File: config.mk
export PLATFORM = sky130hd
export DESIGN_NAME = url_percent_decoder_top
export DESIGN_NICKNAME = d
export VERILOG_FILES = /design/src/hdl/upd_pkg.sv /design/src/hdl/upd_front.sv /design/src/hdl/upd_queue.sv /design/src/hdl/upd_back.sv /design/src/hdl/url_percent_decoder_top.sv
export SDC_FILE = /design/constraint.sdc
export NUM_CORES = 1
export LEC_CHECK = 0
export ABC_AREA = 1
export BUFFER_PORTS_ARGS = -buffer_cell sky130_fd_sc_hd__buf_2
export CAP_MARGIN = 15
export CORE_ASPECT_RATIO = 0.75
export CORE_UTILIZATION = 32
export CTS_BUF_LIST = sky130_fd_sc_hd__clkbuf_8 sky130_fd_sc_hd__clkbuf_16
export DETAILED_ROUTE_END_ITERATION = 16
export PLACE_DENSITY = 0.44
export SLEW_MARGIN = 10
export SYNTH_ARGS = -nofsm -noshare
export SYNTH_HDL_FRONTEND = slang
export SYNTH_HIERARCHICAL = 1
export SYNTH_SLANG_ARGS = --single-unit
File: constraint.sdc
create_clock -name clk -period 5.1 [get_ports clk]
set_input_delay 0.255 -clock clk [delete_from_list [all_inputs] [get_ports clk]]
set_output_delay 0.255 -clock clk [all_outputs]
set_load 0.02 [all_outputs]
File: src/hdl/upd_pkg.sv
// Package for the URL percent decoder: character constants, the packet type
// that carries up to three result bytes from front to back, and hex helpers.
// No dependencies.
`default_nettype none

package upd_pkg;

    localparam logic [7:0] CHAR_PCT     = 8'h25;
    localparam logic [7:0] CHAR_PLUS    = 8'h2B;
    localparam logic [7:0] CHAR_SPACE   = 8'h20;
    localparam logic [7:0] HEX_ALPHA    = 8'h40;
    localparam logic [7:0] HEX_NIBBLE   = 8'h0F;

    localparam int unsigned MAX_RESULTS = 3;
    localparam int unsigned CNT_W       = $clog2(MAX_RESULTS + 1);

    localparam int unsigned QDEPTH      = 2;
    localparam int unsigned QPTR_W      = (QDEPTH > 1) ? $clog2(QDEPTH) : 1;
    localparam int unsigned QCNT_W      = $clog2(QDEPTH + 1);

    typedef struct packed {
        logic [MAX_RESULTS-1:0][7:0] bytes;
        logic [CNT_W-1:0]            cnt;
        logic                        no_byte;
        logic                        str_end;
    } pkt_t;

    function automatic logic is_hex(input logic [7:0] c);
        return ((c >= 8'h30) && (c <= 8'h39)) ||
               ((c >= 8'h41) && (c <= 8'h46)) ||
               ((c >= 8'h61) && (c <= 8'h66));
    endfunction

    function automatic logic [3:0] hex_value(input logic [7:0] c);
        logic [7:0] v;
        v = ((c & HEX_ALPHA) != 8'h00) ? ((c & HEX_NIBBLE) + 8'd9) : (c & HEX_NIBBLE);
        return v[3:0];
    endfunction

endpackage

`default_nettype wire

File: src/hdl/upd_front.sv
// Front end of the URL percent decoder: accepts input bytes, tracks the
// pending escape and pushes a packet for each input byte with a result.
// Depends on upd_pkg.
`default_nettype none

module upd_front (
    input  wire logic          clk,
    input  wire logic          rst_n,
    input  wire logic          in_valid,
    output logic               in_ready,
    input  wire logic [7:0]    in_byte,
    input  wire logic          in_last,
    output logic               push_valid,
    input  wire logic          push_ready,
    output upd_pkg::pkt_t      push_pkt
);

    typedef enum logic [1:0] {
        PH_IDLE,
        PH_PCT,
        PH_DIGIT
    } phase_t;

    phase_t                        phase_reg, phase_next;
    logic [7:0]                    held_reg, held_next;
    upd_pkg::pkt_t                 pkt;
    logic [upd_pkg::CNT_W-1:0]     n;
    logic                          do_plain;
    logic [7:0]                    dec;
    logic                          acc;

    always_comb
    begin
        pkt        = '0;
        n          = '0;
        phase_next = PH_IDLE;
        held_next  = held_reg;
        do_plain   = 1'b0;
        dec        = {upd_pkg::hex_value(held_reg), upd_pkg::hex_value(in_byte)};
        case (phase_reg)
            PH_PCT:
            begin
                if (upd_pkg::is_hex(in_byte))
                begin
                    held_next  = in_byte;
                    phase_next = PH_DIGIT;
                end
                else
                begin
                    pkt.bytes[n] = upd_pkg::CHAR_PCT;
                    n            = n + 1'b1;
                    do_plain     = 1'b1;
                end
            end
            PH_DIGIT:
            begin
                if (upd_pkg::is_hex(in_byte))
                begin
                    if (dec != 8'h00)
                    begin
                        pkt.bytes[n] = dec;
                        n            = n + 1'b1;
                    end
                end
                else
                begin
                    pkt.bytes[n] = upd_pkg::CHAR_PCT;
                    n            = n + 1'b1;
                    pkt.bytes[n] = held_reg;
                    n            = n + 1'b1;
                    do_plain     = 1'b1;
                end
            end
            default:
            begin
                do_plain = 1'b1;
            end
        endcase
        if (do_plain)
        begin
            if (in_byte == upd_pkg::CHAR_PCT)
            begin
                phase_next = PH_PCT;
            end
            else
            begin
                pkt.bytes[n] = (in_byte == upd_pkg::CHAR_PLUS) ? upd_pkg::CHAR_SPACE : in_byte;
                n            = n + 1'b1;
            end
        end
        if (in_last)
        begin
            if (phase_next == PH_PCT)
            begin
                pkt.bytes[n] = upd_pkg::CHAR_PCT;
                n            = n + 1'b1;
            end
            else if (phase_next == PH_DIGIT)
            begin
                pkt.bytes[n] = upd_pkg::CHAR_PCT;
                n            = n + 1'b1;
                pkt.bytes[n] = held_next;
                n            = n + 1'b1;
            end
            phase_next = PH_IDLE;
            if (n == '0)
            begin
                n           = upd_pkg::CNT_W'(1);
                pkt.no_byte = 1'b1;
            end
            pkt.str_end = 1'b1;
        end
        pkt.cnt = n;
    end

    assign in_ready   = push_ready;
    assign acc        = in_valid && in_ready;
    assign push_valid = acc && (n != '0);
    assign push_pkt   = pkt;

    always_ff @(posedge clk or negedge rst_n)
    begin
        if (!rst_n)
        begin
            phase_reg <= PH_IDLE;
            held_reg  <= 8'h00;
        end
        else if (acc)
        begin
            phase_reg <= phase_next;
            held_reg  <= held_next;
        end
    end

endmodule

`default_nettype wire

File: src/hdl/upd_queue.sv
// Short packet queue between the front and back ends of the URL percent
// decoder, so that either side can stall on its own. Depends on upd_pkg.
`default_nettype none

module upd_queue (
    input  wire logic          clk,
    input  wire logic          rst_n,
    input  wire logic          push_valid,
    output logic               push_ready,
    input  wire upd_pkg::pkt_t push_pkt,
    output logic               pop_valid,
    input  wire logic          pop_ready,
    output upd_pkg::pkt_t      pop_pkt
);

    upd_pkg::pkt_t              mem_reg [upd_pkg::QDEPTH];
    logic [upd_pkg::QPTR_W-1:0] wr_reg, rd_reg;
    logic [upd_pkg::QCNT_W-1:0] cnt_reg;
    logic                       do_push, do_pop;

    assign push_ready = (cnt_reg != upd_pkg::QCNT_W'(upd_pkg::QDEPTH));
    assign pop_valid  = (cnt_reg != '0);
    assign pop_pkt    = mem_reg[rd_reg];
    assign do_push    = push_valid && push_ready;
    assign do_pop     = pop_valid && pop_ready;

    always_ff @(posedge clk or negedge rst_n)
    begin
        if (!rst_n)
        begin
            wr_reg  <= '0;
            rd_reg  <= '0;
            cnt_reg <= '0;
        end
        else
        begin
            if (do_push)
            begin
                wr_reg <= (wr_reg == upd_pkg::QPTR_W'(upd_pkg::QDEPTH - 1)) ? '0 : wr_reg + 1'b1;
            end
            if (do_pop)
            begin
                rd_reg <= (rd_reg == upd_pkg::QPTR_W'(upd_pkg::QDEPTH - 1)) ? '0 : rd_reg + 1'b1;
            end
            if (do_push && !do_pop)
            begin
                cnt_reg <= cnt_reg + 1'b1;
            end
            else if (do_pop && !do_push)
            begin
                cnt_reg <= cnt_reg - 1'b1;
            end
        end
    end

    always_ff @(posedge clk)
    begin
        if (do_push)
        begin
            mem_reg[wr_reg] <= push_pkt;
        end
    end

endmodule

`default_nettype wire

File: src/hdl/upd_back.sv
// Back end of the URL percent decoder: takes packets from the queue and
// sends their bytes one per word through a registered output. Depends on upd_pkg.
`default_nettype none

module upd_back (
    input  wire logic          clk,
    input  wire logic          rst_n,
    input  wire logic          pop_valid,
    output logic               pop_ready,
    input  wire upd_pkg::pkt_t pop_pkt,
    output logic               out_valid,
    input  wire logic          out_ready,
    output logic [7:0]         out_byte,
    output logic               byte_valid,
    output logic               run_last,
    output logic               string_end
);

    upd_pkg::pkt_t             cur_reg;
    logic                      cur_valid_reg;
    logic [upd_pkg::CNT_W-1:0] idx_reg;
    logic                      out_valid_reg;
    logic [7:0]                out_byte_reg;
    logic                      byte_valid_reg, run_last_reg, string_end_reg;
    logic                      load_out, last_one, take;

    assign load_out  = cur_valid_reg && (!out_valid_reg || out_ready);
    assign last_one  = ((idx_reg + 1'b1) == cur_reg.cnt);
    assign pop_ready = !cur_valid_reg || (load_out && last_one);
    assign take      = pop_valid && pop_ready;

    always_ff @(posedge clk or negedge rst_n)
    begin
        if (!rst_n)
        begin
            cur_valid_reg <= 1'b0;
            idx_reg       <= '0;
            out_valid_reg <= 1'b0;
        end
        else
        begin
            if (take)
            begin
                cur_valid_reg <= 1'b1;
                idx_reg       <= '0;
            end
            else if (load_out && last_one)
            begin
                cur_valid_reg <= 1'b0;
            end
            else if (load_out)
            begin
                idx_reg <= idx_reg + 1'b1;
            end
            if (load_out)
            begin
                out_valid_reg <= 1'b1;
            end
            else if (out_ready)
            begin
                out_valid_reg <= 1'b0;
            end
        end
    end

    always_ff @(posedge clk)
    begin
        if (take)
        begin
            cur_reg <= pop_pkt;
        end
        if (load_out)
        begin
            out_byte_reg   <= cur_reg.bytes[idx_reg];
            byte_valid_reg <= !cur_reg.no_byte;
            run_last_reg   <= last_one;
            string_end_reg <= cur_reg.str_end && last_one;
        end
    end

    assign out_valid  = out_valid_reg;
    assign out_byte   = out_byte_reg;
    assign byte_valid = byte_valid_reg;
    assign run_last   = run_last_reg;
    assign string_end = string_end_reg;

endmodule

`default_nettype wire

File: src/hdl/url_percent_decoder_top.sv
// Top level of the streaming URL percent decoder.
// Instantiates upd_front, upd_queue and upd_back; depends on upd_pkg.
//
// Input words carry one encoded byte and a flag on the last byte of a string.
// Each input word causes zero to three output words. A '%' with two hex digits
// becomes one byte (a zero result is dropped), '+' becomes a space, a broken
// escape goes out literally, and the last byte flushes any pending escape.
// The final word of a string carries string_end; it may have byte_valid low
// when the last input byte gave no result. run_last marks the last output word
// caused by one input word.
// The first output word of an input passes through the packet queue, the back
// end's packet register and its output register before it is presented.
// The front end takes one input word per cycle as long as the two-entry packet
// queue has room; the back end sends one output word per cycle when out_ready
// is high, so inputs that make two or three words can fill the queue.
// When the receiver stalls, the output register holds its word and the queue
// fills, after which in_ready falls. Reset clears the escape state, the queue
// and the output valid; no words are pending afterwards.
`default_nettype none

module url_percent_decoder_top (
    input  wire logic       clk,
    input  wire logic       rst_n,
    input  wire logic       in_valid,
    output logic            in_ready,
    input  wire logic [7:0] in_byte,
    input  wire logic       in_last,
    output logic            out_valid,
    input  wire logic       out_ready,
    output logic [7:0]      out_byte,
    output logic            byte_valid,
    output logic            run_last,
    output logic            string_end
);

    logic          push_valid, push_ready, pop_valid, pop_ready;
    upd_pkg::pkt_t push_pkt, pop_pkt;

    upd_front u_front (
        .clk        (clk),
        .rst_n      (rst_n),
        .in_valid   (in_valid),
        .in_ready   (in_ready),
        .in_byte    (in_byte),
        .in_last    (in_last),
        .push_valid (push_valid),
        .push_ready (push_ready),
        .push_pkt   (push_pkt)
    );

    upd_queue u_queue (
        .clk        (clk),
        .rst_n      (rst_n),
        .push_valid (push_valid),
        .push_ready (push_ready),
        .push_pkt   (push_pkt),
        .pop_valid  (pop_valid),
        .pop_ready  (pop_ready),
        .pop_pkt    (pop_pkt)
    );

    upd_back u_back (
        .clk        (clk),
        .rst_n      (rst_n),
        .pop_valid  (pop_valid),
        .pop_ready  (pop_ready),
        .pop_pkt    (pop_pkt),
        .out_valid  (out_valid),
        .out_ready  (out_ready),
        .out_byte   (out_byte),
        .byte_valid (byte_valid),
        .run_last   (run_last),
        .string_end (string_end)
    );

endmodule

`default_nettype wire

==> results.sh, run 1 <==
export IMPL_status="complete, no violations"
export IMPL_crit_fanout=7
export IMPL_synth_warnings=6
export IMPL_htree_levels=4
export IMPL_clock_path_buffers=2
export IMPL_syn_num_nets=639
export IMPL_crit_top_cell="inv_1"
export IMPL_r2r_start="u_front/held_reg[0]$_DFFE_PN0P_"
export IMPL_die_y_um=120
export IMPL_grt_pass1_wl_um=23300
export IMPL_numCtsBuffers=17
export IMPL_finalNonFillerCells=895
export IMPL_period_share_pct=64.8
export IMPL_layout_drive_gt1_share_pct=18.1
export IMPL_grt_ovfl_total=0
export IMPL_final_max_slew_violation_count=0
export IMPL_grt_pass1_vias=4096
export IMPL_avgSynthCellArea_um2=9.70
export IMPL_clock_skew_ps=11.6
export IMPL_cp_slowest_cell="dfrtp_1"
export IMPL_peakVddDrop_v=0.000210
export IMPL_clkLatencyLatePin_ps=410
export IMPL_tightestPinTransition_ps=731
export IMPL_min_from="out_ready"
export IMPL_setup_tns_ps=0
export IMPL_num_vias=4246
export IMPL_die_area_mm2=0.0190
export IMPL_critPathCaptureType="register"
export IMPL_grt_usage_pct=16.1
export IMPL_hold_class="in -> reg"
export IMPL_wire_per_inst_um=16.3
export IMPL_cp_required_ps=5250
export IMPL_critPathMaxStageDelay_ps=480
export IMPL_largest_reg_flops=56
export IMPL_drcViolationCount=0
export IMPL_rsz0062_at_grt="false"
export IMPL_synthTopCellsByArea="edfxtp_1, nand2_1, dfrtp_1"
export IMPL_synthArstFlopShare_pct=15.9
export IMPL_antenna_found_initial=0
export IMPL_yosysTopAreaCell="edfxtp_1"
export IMPL_die_w_um=159
export IMPL_final_min_clock_period_ps=3310
export IMPL_final_util_pct=38.1
export IMPL_synth_seq_cells=113
export IMPL_portBuffers=25
export IMPL_hold_viol=0
export IMPL_ys_flop_type="edfxtp_1"
export IMPL_vias_per_cell=4.74
export IMPL_syn_inst=610
export IMPL_arrival_ps=3450
export IMPL_synth_edf_count=95
export IMPL_dr_pass1_iters=5
export IMPL_num_rows=42
export IMPL_whs_ps=146
export IMPL_path_clk_slew_ps=60
export IMPL_mappedNetlistArea_mm2=0.00592
export IMPL_synth_top_cell_area_share_pct=48.2
export IMPL_wirelength_um=14600
export IMPL_grt_max_degree=31
export IMPL_synth_cell_types=40
export IMPL_fin_nets=669
export IMPL_cap_viol_max_count=0
export IMPL_antennaDiodeCount=0
export IMPL_start_kind="register"
export IMPL_coreArea_mm2=0.0179
export IMPL_area_growth_synth_to_final_pct=15.0
export IMPL_path_class="reg -> reg"
export IMPL_detail_route_antenna_nets=0
export IMPL_num_io_pins=26
export IMPL_max_slew_margin_pct=51.3
export IMPL_timing_fmax_mhz=302
export IMPL_hpwl_um=10800
export IMPL_initialDrtViolationCount=307
export IMPL_ys_seq_area_share_pct=55.8
export IMPL_leakagePower_uw=0.00288
export IMPL_finalSetupViolations=0
export IMPL_power_density_mw_per_mm2=514
export IMPL_post_place_cells=862
export IMPL_place_congestion=0.928
export IMPL_cts_sinks=113
export IMPL_initial_core_util_pct=33.1
export IMPL_crit_start="u_front/held_reg[0]$_DFFE_PN0P_"
export IMPL_post_cts_buffers=0
export IMPL_root_buffer="clkbuf_16"
export IMPL_crit_chain="ha_1, inv_1, nand2_1, nand2_1, nand3_1, nor2_1, nand3_1, nand2_4, nand2_4, nand2_4, ha_1, inv_1, o21ai_2, inv_1, ha_1, nand3_1, o21ai_1, inv_1"
export IMPL_cts_tree="yes"
-- layout by cell type, fill, tap and decap left out, types with 2 or more instances in the layout --
| master | synthesis | final |
|---|---|---|
| clkinv_1 | 0 | 2 |
| nor2_8 | 2 | 2 |
| clkbuf_16 | 0 | 17 |
| inv_6 | 1 | 4 |
| ha_1 | 16 | 16 |
| nand3_4 | 2 | 2 |
| a21oi_1 | 8 | 8 |
| nand2_2 | 12 | 12 |
| o21ai_1 | 9 | 9 |
| a31oi_1 | 3 | 3 |
| o21ai_0 | 33 | 33 |
| clkinvlp_4 | 0 | 5 |
| inv_1 | 60 | 60 |
| buf_2 | 5 | 25 |
| o21a_1 | 2 | 2 |
| nand2_4 | 10 | 10 |
| nor2_4 | 4 | 4 |
| nor2_2 | 1 | 3 |
| edfxtp_1 | 95 | 95 |
| dfrtp_1 | 18 | 18 |
| nand2_1 | 187 | 187 |
| clkinv_4 | 0 | 2 |
| o21ai_2 | 3 | 3 |
| o22ai_1 | 8 | 8 |
| o31ai_1 | 10 | 10 |
| nor2_1 | 38 | 36 |
| nand4_1 | 7 | 7 |
| nand3_2 | 5 | 5 |
| buf_4 | 7 | 4 |
| nand3_1 | 37 | 37 |
| inv_2 | 10 | 10 |
-- kinds of logic after synthesis --
| kind of cell | count (synthesis) | synth area share, % |
|---|---|---|
| DFF | 113 | 55.8 |
| buffers and inverters | 90 | 7.04 |
| and+or+nand+nor | 308 | 25.0 |
| xor gates and xnor gates | 2 | 0.296 |
| adders and majority gates | 16 | 3.38 |
| AOI/OAI and AO/OA | 81 | 8.48 |
-- cell type report --
cell class,instances,area (um^2)
Clock buffer,17,425
Clock inverter,15,135
Fill cell,1838,11100
Inverter,71,272
Multi-Input combinational cell,407,2200
Sequential cell,113,3300
Tap cell,242,303
Timing Repair Buffer,30,165
-- critical path, delay by kind of cell (launching register included) --
family,cells,cell delay [ps]
flip-flops,1,480
adder cells (fa/ha/maj),3,840
buffers and inverters,4,370
AO/OA/AOI/OAI,2,420
AND/OR/NAND/NOR,9,950
-- final timing paths --
check	end	slack, ps	depth (start not counted)
setup / recovery	u_queue/mem_reg[0][25]$_DFFE_PP_	1790	18
hold / removal	u_back/out_valid$_DFFE_PN0P_	150	4
setup reg to reg	u_queue/mem_reg[0][25]$_DFFE_PP_	1790	18
hold reg to reg	u_queue/cnt_reg[0]$_DFFE_PN0P_	500	1
max in group asynchronous	u_queue/cnt_reg[1]$_DFFE_PN0P_	4430	2
min in group asynchronous	u_back/idx_reg[1]$_DFFE_PN0P_	330	2
-- metal layers --
metal / GRT usage (%) / part of all wire (%) / vias up
li1: - / - / 2095
met5: 0 / 0 / -
met3: 3.80 / 4.2 / 12
met4: 4.27 / 0.90 / 0
met1: 23.5 / 52 / 2045
met2: 23.9 / 43 / 94
-- per-stage QoR --
| stage | worst slack [ps] | cell area [um^2] | total power, uW |
|---|---|---|---|
| 2_1_floorplan | 1360 | 5920 | 2170 |
| 3_3_place_gp | 1740 | 6230 | 2420 |
| 3_5_place_dp | 1640 | 6230 | 2430 |
| 4_1_cts | 1790 | 6800 | 3550 |
| 5_1_grt | 1530 | 6800 | 3730 |
| 6_report | 1790 | 6800 | 3500 |
-- synthesized netlist by cell type (2+ instances only) --
master	instances
nor2_4	4
a31oi_1	3
buf_2	5
buf_4	7
nand3_1	37
nor2_1	38
buf_6	5
nand4_1	7
nand3_4	2
inv_1	60
edfxtp_1	95
nand2_2	12
o21ai_0	33
nand2_1	187
o21ai_1	9
nand3_2	5
o31ai_1	10
inv_2	10
ha_1	16
o21ai_2	3
nand2_4	10
a21oi_1	8
nor2_8	2
dfrtp_1	18
o22ai_1	8
o21a_1	2
-- repair_timing --
action	CTS	global route
endpoints found under the hold margin	18	0
gates resized for setup	0	0
hold buffers	1	0
-- report_power, final --
group	switching [uW]	leakage, uW	internal [uW]
Combinational	659	0.00151	258
Clock	434	0.000259	673
Sequential	124	0.00111	1350
Total	1220	0.00288	2280
Note: power is estimated with default switching activity, not from simulation.
==> inputs of run 2 (changes only) <==
- clock period: 5.1 -> 3.2 ns (I/O delays scaled with it)
==> results.sh, run 2 (same netlist as run 1, synthesis figures left out) <==
export IMPL_status="complete, no violations"
export IMPL_wire_per_inst_um=16.9
export IMPL_num_vias=4360
export IMPL_hpwl_um=11300
export IMPL_wirelength_um=15400
export IMPL_initial_core_util_pct=33.1
export IMPL_num_io_pins=26
export IMPL_cp_required_ps=3340
export IMPL_numCtsBuffers=17
export IMPL_num_rows=42
export IMPL_critPathMaxStageDelay_ps=410
export IMPL_timing_fmax_mhz=334
export IMPL_power_total_uw=5900
export IMPL_max_slew_margin_pct=51.0
export IMPL_area_growth_synth_to_final_pct=18.8
export IMPL_antenna_found_initial=0
export IMPL_portBuffers=25
export IMPL_grt_pass1_vias=4185
export IMPL_leakagePower_uw=0.00301
export IMPL_path_clk_slew_ps=60
export IMPL_fill_cells=1806
export IMPL_setup_tns_ps=0
export IMPL_clock_path_buffers=2
export IMPL_finalSetupViolations=0
export IMPL_layout_drive_gt1_share_pct=20.7
export IMPL_die_y_um=120
export IMPL_crit_top_cell="inv_1"
export IMPL_cts_sinks=113
export IMPL_start_kind="register"
export IMPL_crit_buf_inv=5
export IMPL_grt_max_degree=31
export IMPL_rsz0062_at_grt="true"
export IMPL_crit_fanout=5
export IMPL_grt_pass1_wl_um=24200
export IMPL_reg2reg_slack_ps=200
export IMPL_clkLatencyLatePin_ps=410
export IMPL_final_max_slew_violation_count=0
export IMPL_regToRegEndpoint="u_queue/mem_reg[1][22]$_DFFE_PP_"
export IMPL_clock_skew_ps=12.1
export IMPL_grt_ovfl_total=0
export IMPL_arrival_ps=3140
export IMPL_die_w_um=159
export IMPL_r2r_start="u_front/held_reg[1]$_DFFE_PN0P_"
export IMPL_grt_usage_pct=17.1
export IMPL_cp_top_family="simple AND/OR/NAND/NOR gates"
export IMPL_peakVddDrop_v=0.000315
export IMPL_vias_per_cell=4.79
export IMPL_drcViolationCount=0
export IMPL_critPathCaptureType="register"
export IMPL_min_to="u_back/out_valid$_DFFE_PN0P_"
export IMPL_crit_chain="ha_1, inv_1, nand2_1, nand2_1, nand3_1, nor2_1, nand3_1, nand2_4, nand2_4, nand2_4, ha_1, inv_1, o21ai_2, inv_1, ha_2, nand3_2, buf_4, o21ai_0, inv_1"
export IMPL_htree_levels=4
export IMPL_hold_viol=0
export IMPL_dr_pass1_iters=4
export IMPL_layout_common_cells="nand2_1, edfxtp_1, inv_1, nor2_1, nand3_1"
export IMPL_root_buffer="clkbuf_16"
export IMPL_layout_commonest_cell="nand2_1"
export IMPL_cp_slowest_cell="dfrtp_1"
export IMPL_largest_reg_flops=56
export IMPL_tightestPinTransition_ps=732
export IMPL_die_area_mm2=0.0190
export IMPL_antennaDiodeCount=0
export IMPL_path_class="reg -> reg"
export IMPL_detail_route_antenna_nets=0
export IMPL_post_cts_buffers=0
export IMPL_place_congestion=0.925
export IMPL_hold_class="in -> reg"
export IMPL_final_util_pct=39.3
export IMPL_coreArea_mm2=0.0179
export IMPL_final_min_clock_period_ps=3000
export IMPL_period_share_pct=93.7
export IMPL_cap_viol_max_count=0
export IMPL_reg2reg_depth=19
export IMPL_fin_nets=684
export IMPL_cts_tree="yes"
export IMPL_min_from="out_ready"
export IMPL_min_path_cells=4
export IMPL_initialDrtViolationCount=298
export IMPL_power_density_mw_per_mm2=839
## run 2: cell count changes in the layout (fill, tap and decap cells not counted), sizes merged
| cell | delta |
|---|---|
| clkinv | +1 |
| clkinvlp | -3 |
| buf | +15 |
| inv | -1 |
| bufinv | +3 |
## run 2: routing by layer
metal	track usage [%]	up-vias	wire, um
met4	4.99	0	179
met3	4.25	16	825
li1	-	2137	-
met5	0	-	0
met1	24.9	2089	7970
met2	24.8	118	6420
## run 2: worst max path at each step
stage | endpoint | slack [ps] | start | cells after the start
final | u_queue/mem_reg[1][22]$_DFFE_PP_ | 200 | u_front/held_reg[1]$_DFFE_PN0P_ | 19
after global routing | u_queue/cnt_reg[1]$_DFFE_PN0P_ | -40 | u_front/held_reg[1]$_DFFE_PN0P_ | 25
after CTS | u_queue/mem_reg[1][22]$_DFFE_PP_ | 130 | u_front/held_reg[1]$_DFFE_PN0P_ | 19
after detailed placement | u_queue/mem_reg[0][22]$_DFFE_PP_ | 50 | in_byte[1] | 21
after global placement | u_queue/mem_reg[0][22]$_DFFE_PP_ | 70 | in_byte[1] | 21
after floorplan | u_queue/mem_reg[0][0]$_DFFE_PP_ | -70 | u_front/held_reg[0]$_DFFE_PN0P_ | 19
## run 2: report_power, final
group          total, uW  leakage [uW]  switching [uW]  internal [uW]
Clock               2020      0.000303             706           1310
Sequential          2330       0.00111             170           2160
Combinational       1560       0.00159            1100            456
Total               5900       0.00301            1980           3920
## run 2: metrics by stage
step / hold WS, ps / setup WS [ps] / instance area [um^2] / std cells
global placement: 162 / 65.2 / 6370 / 877
floorplan: -136 / -69.4 / 5920 / 610
global route: 42.7 / -35.7 / 7030 / 910
CTS: 28.6 / 130 / 7010 / 910
detailed placement: 175 / 50.4 / 6370 / 877
finish: 42.5 / 202 / 7030 / 910
## run 2: timing repair
action,4_1_cts,5_1_grt
endpoints found under the setup margin,0,71
resized for setup,0,5
endpoints found under the hold margin,18,0
hold buffers,1,0
## run 2: final cells by class
cell class	instances	area (um^2)	share of cell area, %
inverters	71	272	3.86
flip-flops and latches	113	3300	47.0
multi-input cells	407	2210	31.5
clock buffers	17	425	6.05
repair buffers	45	303	4.31
clock inverters	15	208	2.96
well taps	242	303	4.31
## run 2: worst reg2reg max path, stage by stage (launching register included)
cell	delay (ps)
dfrtp_1	410
ha_1	280
inv_1	50
nand2_1	50
nand2_1	90
nand3_1	80
nor2_1	90
nand3_1	120
nand2_4	100
nand2_4	50
nand2_4	50
ha_1	220
inv_1	70
o21ai_2	70
inv_1	110
ha_2	230
nand3_2	150
buf_4	200
o21ai_0	210
inv_1	90
==> inputs of run 3 (changes only) <==
--- a/config.mk
+++ b/config.mk
@@ -8,5 +8,4 @@
 export ABC_AREA = 1
 export BUFFER_PORTS_ARGS = -buffer_cell sky130_fd_sc_hd__buf_2
-export CAP_MARGIN = 15
 export CORE_ASPECT_RATIO = 0.75
 export CORE_UTILIZATION = 32
==> constraint.sdc (replaced) <==
create_clock -name clk -period 3.2 [get_ports clk]
set_input_delay 0.64 -clock clk [delete_from_list [all_inputs] [get_ports clk]]
set_output_delay 0.64 -clock clk [all_outputs]
set_load 0.02 [all_outputs]
==> results.sh, run 3 (same netlist as run 1, synthesis figures left out) <==
export IMPL_clock_path_buffers=2
export IMPL_cts_sinks=113
export IMPL_grt_pass1_wl_um=24200
export IMPL_largest_reg_flops=56
export IMPL_numCtsBuffers=17
export IMPL_clkLatencyLatePin_ps=410
export IMPL_start_kind="primary input"
export IMPL_initialDrtViolationCount=278
export IMPL_final_min_clock_period_ps=3020
export IMPL_post_cts_buffers=0
export IMPL_cts_resized=0
export IMPL_arrival_ps=3190
export IMPL_grt_max_degree=31
export IMPL_vias_per_cell=4.66
export IMPL_die_area_mm2=0.0190
export IMPL_wirelength_um=14800
export IMPL_fill_cells=1778
export IMPL_critPathCaptureType="register"
export IMPL_layout_commonest_cell="nand2_1"
export IMPL_clock_skew_ps=6.20
export IMPL_htree_levels=4
export IMPL_status="complete, no violations"
export IMPL_coreArea_mm2=0.0179
export IMPL_initial_core_util_pct=33.1
export IMPL_cp_slowest_cell="ha_1"
export IMPL_place_ws_ps=-325
export IMPL_top_layer_used="met4"
export IMPL_power_density_mw_per_mm2=791
export IMPL_num_io_pins=26
export IMPL_cts_hold_buf=0
export IMPL_r2r_start="u_front/held_reg[0]$_DFFE_PN0P_"
export IMPL_power_total_uw=5830
export IMPL_hold_viol=0
export IMPL_crit_start="in_byte[0]"
export IMPL_root_buffer="clkbuf_16"
export IMPL_finalSetupViolations=0
export IMPL_num_rows=42
export IMPL_portBuffers=25
export IMPL_met3WireLength_um=805
export IMPL_detail_route_antenna_nets=0
export IMPL_die_w_um=159
export IMPL_antenna_found_initial=0
export IMPL_path_class="in -> reg"
export IMPL_tightestPinTransition_ps=792
export IMPL_hold_class="in -> async"
export IMPL_path_clk_slew_ps=60
export IMPL_layout_common_cells="nand2_1, edfxtp_1, inv_1, buf_4"
export IMPL_fin_ws_ps=177
export IMPL_hpwl_um=11200
export IMPL_fin_nets=718
export IMPL_area_growth_synth_to_final_pct=24.5
export IMPL_timing_fmax_mhz=331
export IMPL_max_slew_margin_pct=47.2
export IMPL_dr_pass1_iters=6
export IMPL_crit_fanout=5
export IMPL_cap_viol_max_count=0
export IMPL_wl_met1_um=7500
export IMPL_num_vias=4403
export IMPL_drcViolationCount=0
export IMPL_peakVddDrop_v=0.000307
export IMPL_layout_drive_gt1_share_pct=27.1
export IMPL_final_max_slew_violation_count=0
export IMPL_cp_required_ps=3360
export IMPL_grt_usage_pct=16.9
export IMPL_period_share_pct=94.5
export IMPL_cts_tree="yes"
export IMPL_critPathMaxStageDelay_ps=300
export IMPL_grt_pass1_vias=4294
export IMPL_crit_chain="clkbuf_4, clkinvlp_4, ha_1, inv_1, nand2_1, nand2_1, nand3_1, nor2_1, nand3_2, nand2_4, nand2_4, nand2_4, ha_4, inv_2, o21ai_4, inv_2, ha_2, nand3_1, nand3_1, nand2_1, nand4_1, o31ai_2, buf_4"
export IMPL_grt_ovfl_total=0
export IMPL_wire_per_inst_um=15.7
export IMPL_die_y_um=120
export IMPL_place_congestion=0.865
export IMPL_leakagePower_uw=0.00317
export IMPL_wl_met2_um=6380
export IMPL_antennaDiodeCount=0
[run 3: metrics by stage]
| step | setup TNS (ps) | util (%) | hold slack (ps) | instances | cell area, um^2 |
|---|---|---|---|---|---|
| after global placement | -15090 | 37.5 | 478 | 912 | 6710 |
| final | 0 | 41.2 | 217 | 944 | 7370 |
| after global routing | -1.24 | 41.2 | 231 | 944 | 7370 |
| after CTS | 0 | 40.9 | 226 | 944 | 7310 |
| after floorplan | -1380 | - | 344 | 610 | 5990 |
| after detailed placement | -18360 | 37.5 | 491 | 912 | 6710 |
[run 3: final timing paths]
check	to	slack, ps	cells past startpoint
setup / recovery	u_queue/mem_reg[1][23]$_DFFE_PP_	180	23
hold / removal	u_back/idx_reg[1]$_DFFE_PN0P_	220	1
setup reg to reg	u_queue/mem_reg[1][23]$_DFFE_PP_	190	21
hold reg to reg	u_front/held_reg[7]$_DFFE_PN0P_	500	2
max in group asynchronous	u_front/held_reg[6]$_DFFE_PN0P_	2610	1
min in group clk	u_front/held_reg[7]$_DFFE_PN0P_	500	2
[run 3: where the power goes]
part / internal, uW / total, uW / switching, uW / leakage, uW
registers: 2160 / 2340 / 183 / 0.00111
logic: 487 / 1590 / 1100 / 0.00176
clock network: 1230 / 1900 / 671 / 0.000288
total: 3870 / 5830 / 1960 / 0.00317
[run 3: cell type report]
type	instances	area, um^2	area share (%)
multi-input combinational	407	2320	31.4
clock buffer	17	425	5.78
sequential	113	3300	44.8
clock inverter	15	183	2.48
inverter	71	278	3.77
timing repair buffer	79	558	7.58
tap	242	303	4.11
[run 3: worst max-delay path: cells and delay by family]
family	cells	cell delay (ps)
fa+ha+maj	3	730
compound gates	2	150
simple gates	12	1030
buf+inv	6	640
[run 3: per-layer routing]
layer | GRT usage, % | vias up
met1 | 24.7 | 2071
met2 | 24.4 | 108
li1 | - | 2213
met3 | 4.29 | 11
met5 | 0 | -
met4 | 5.05 | 0
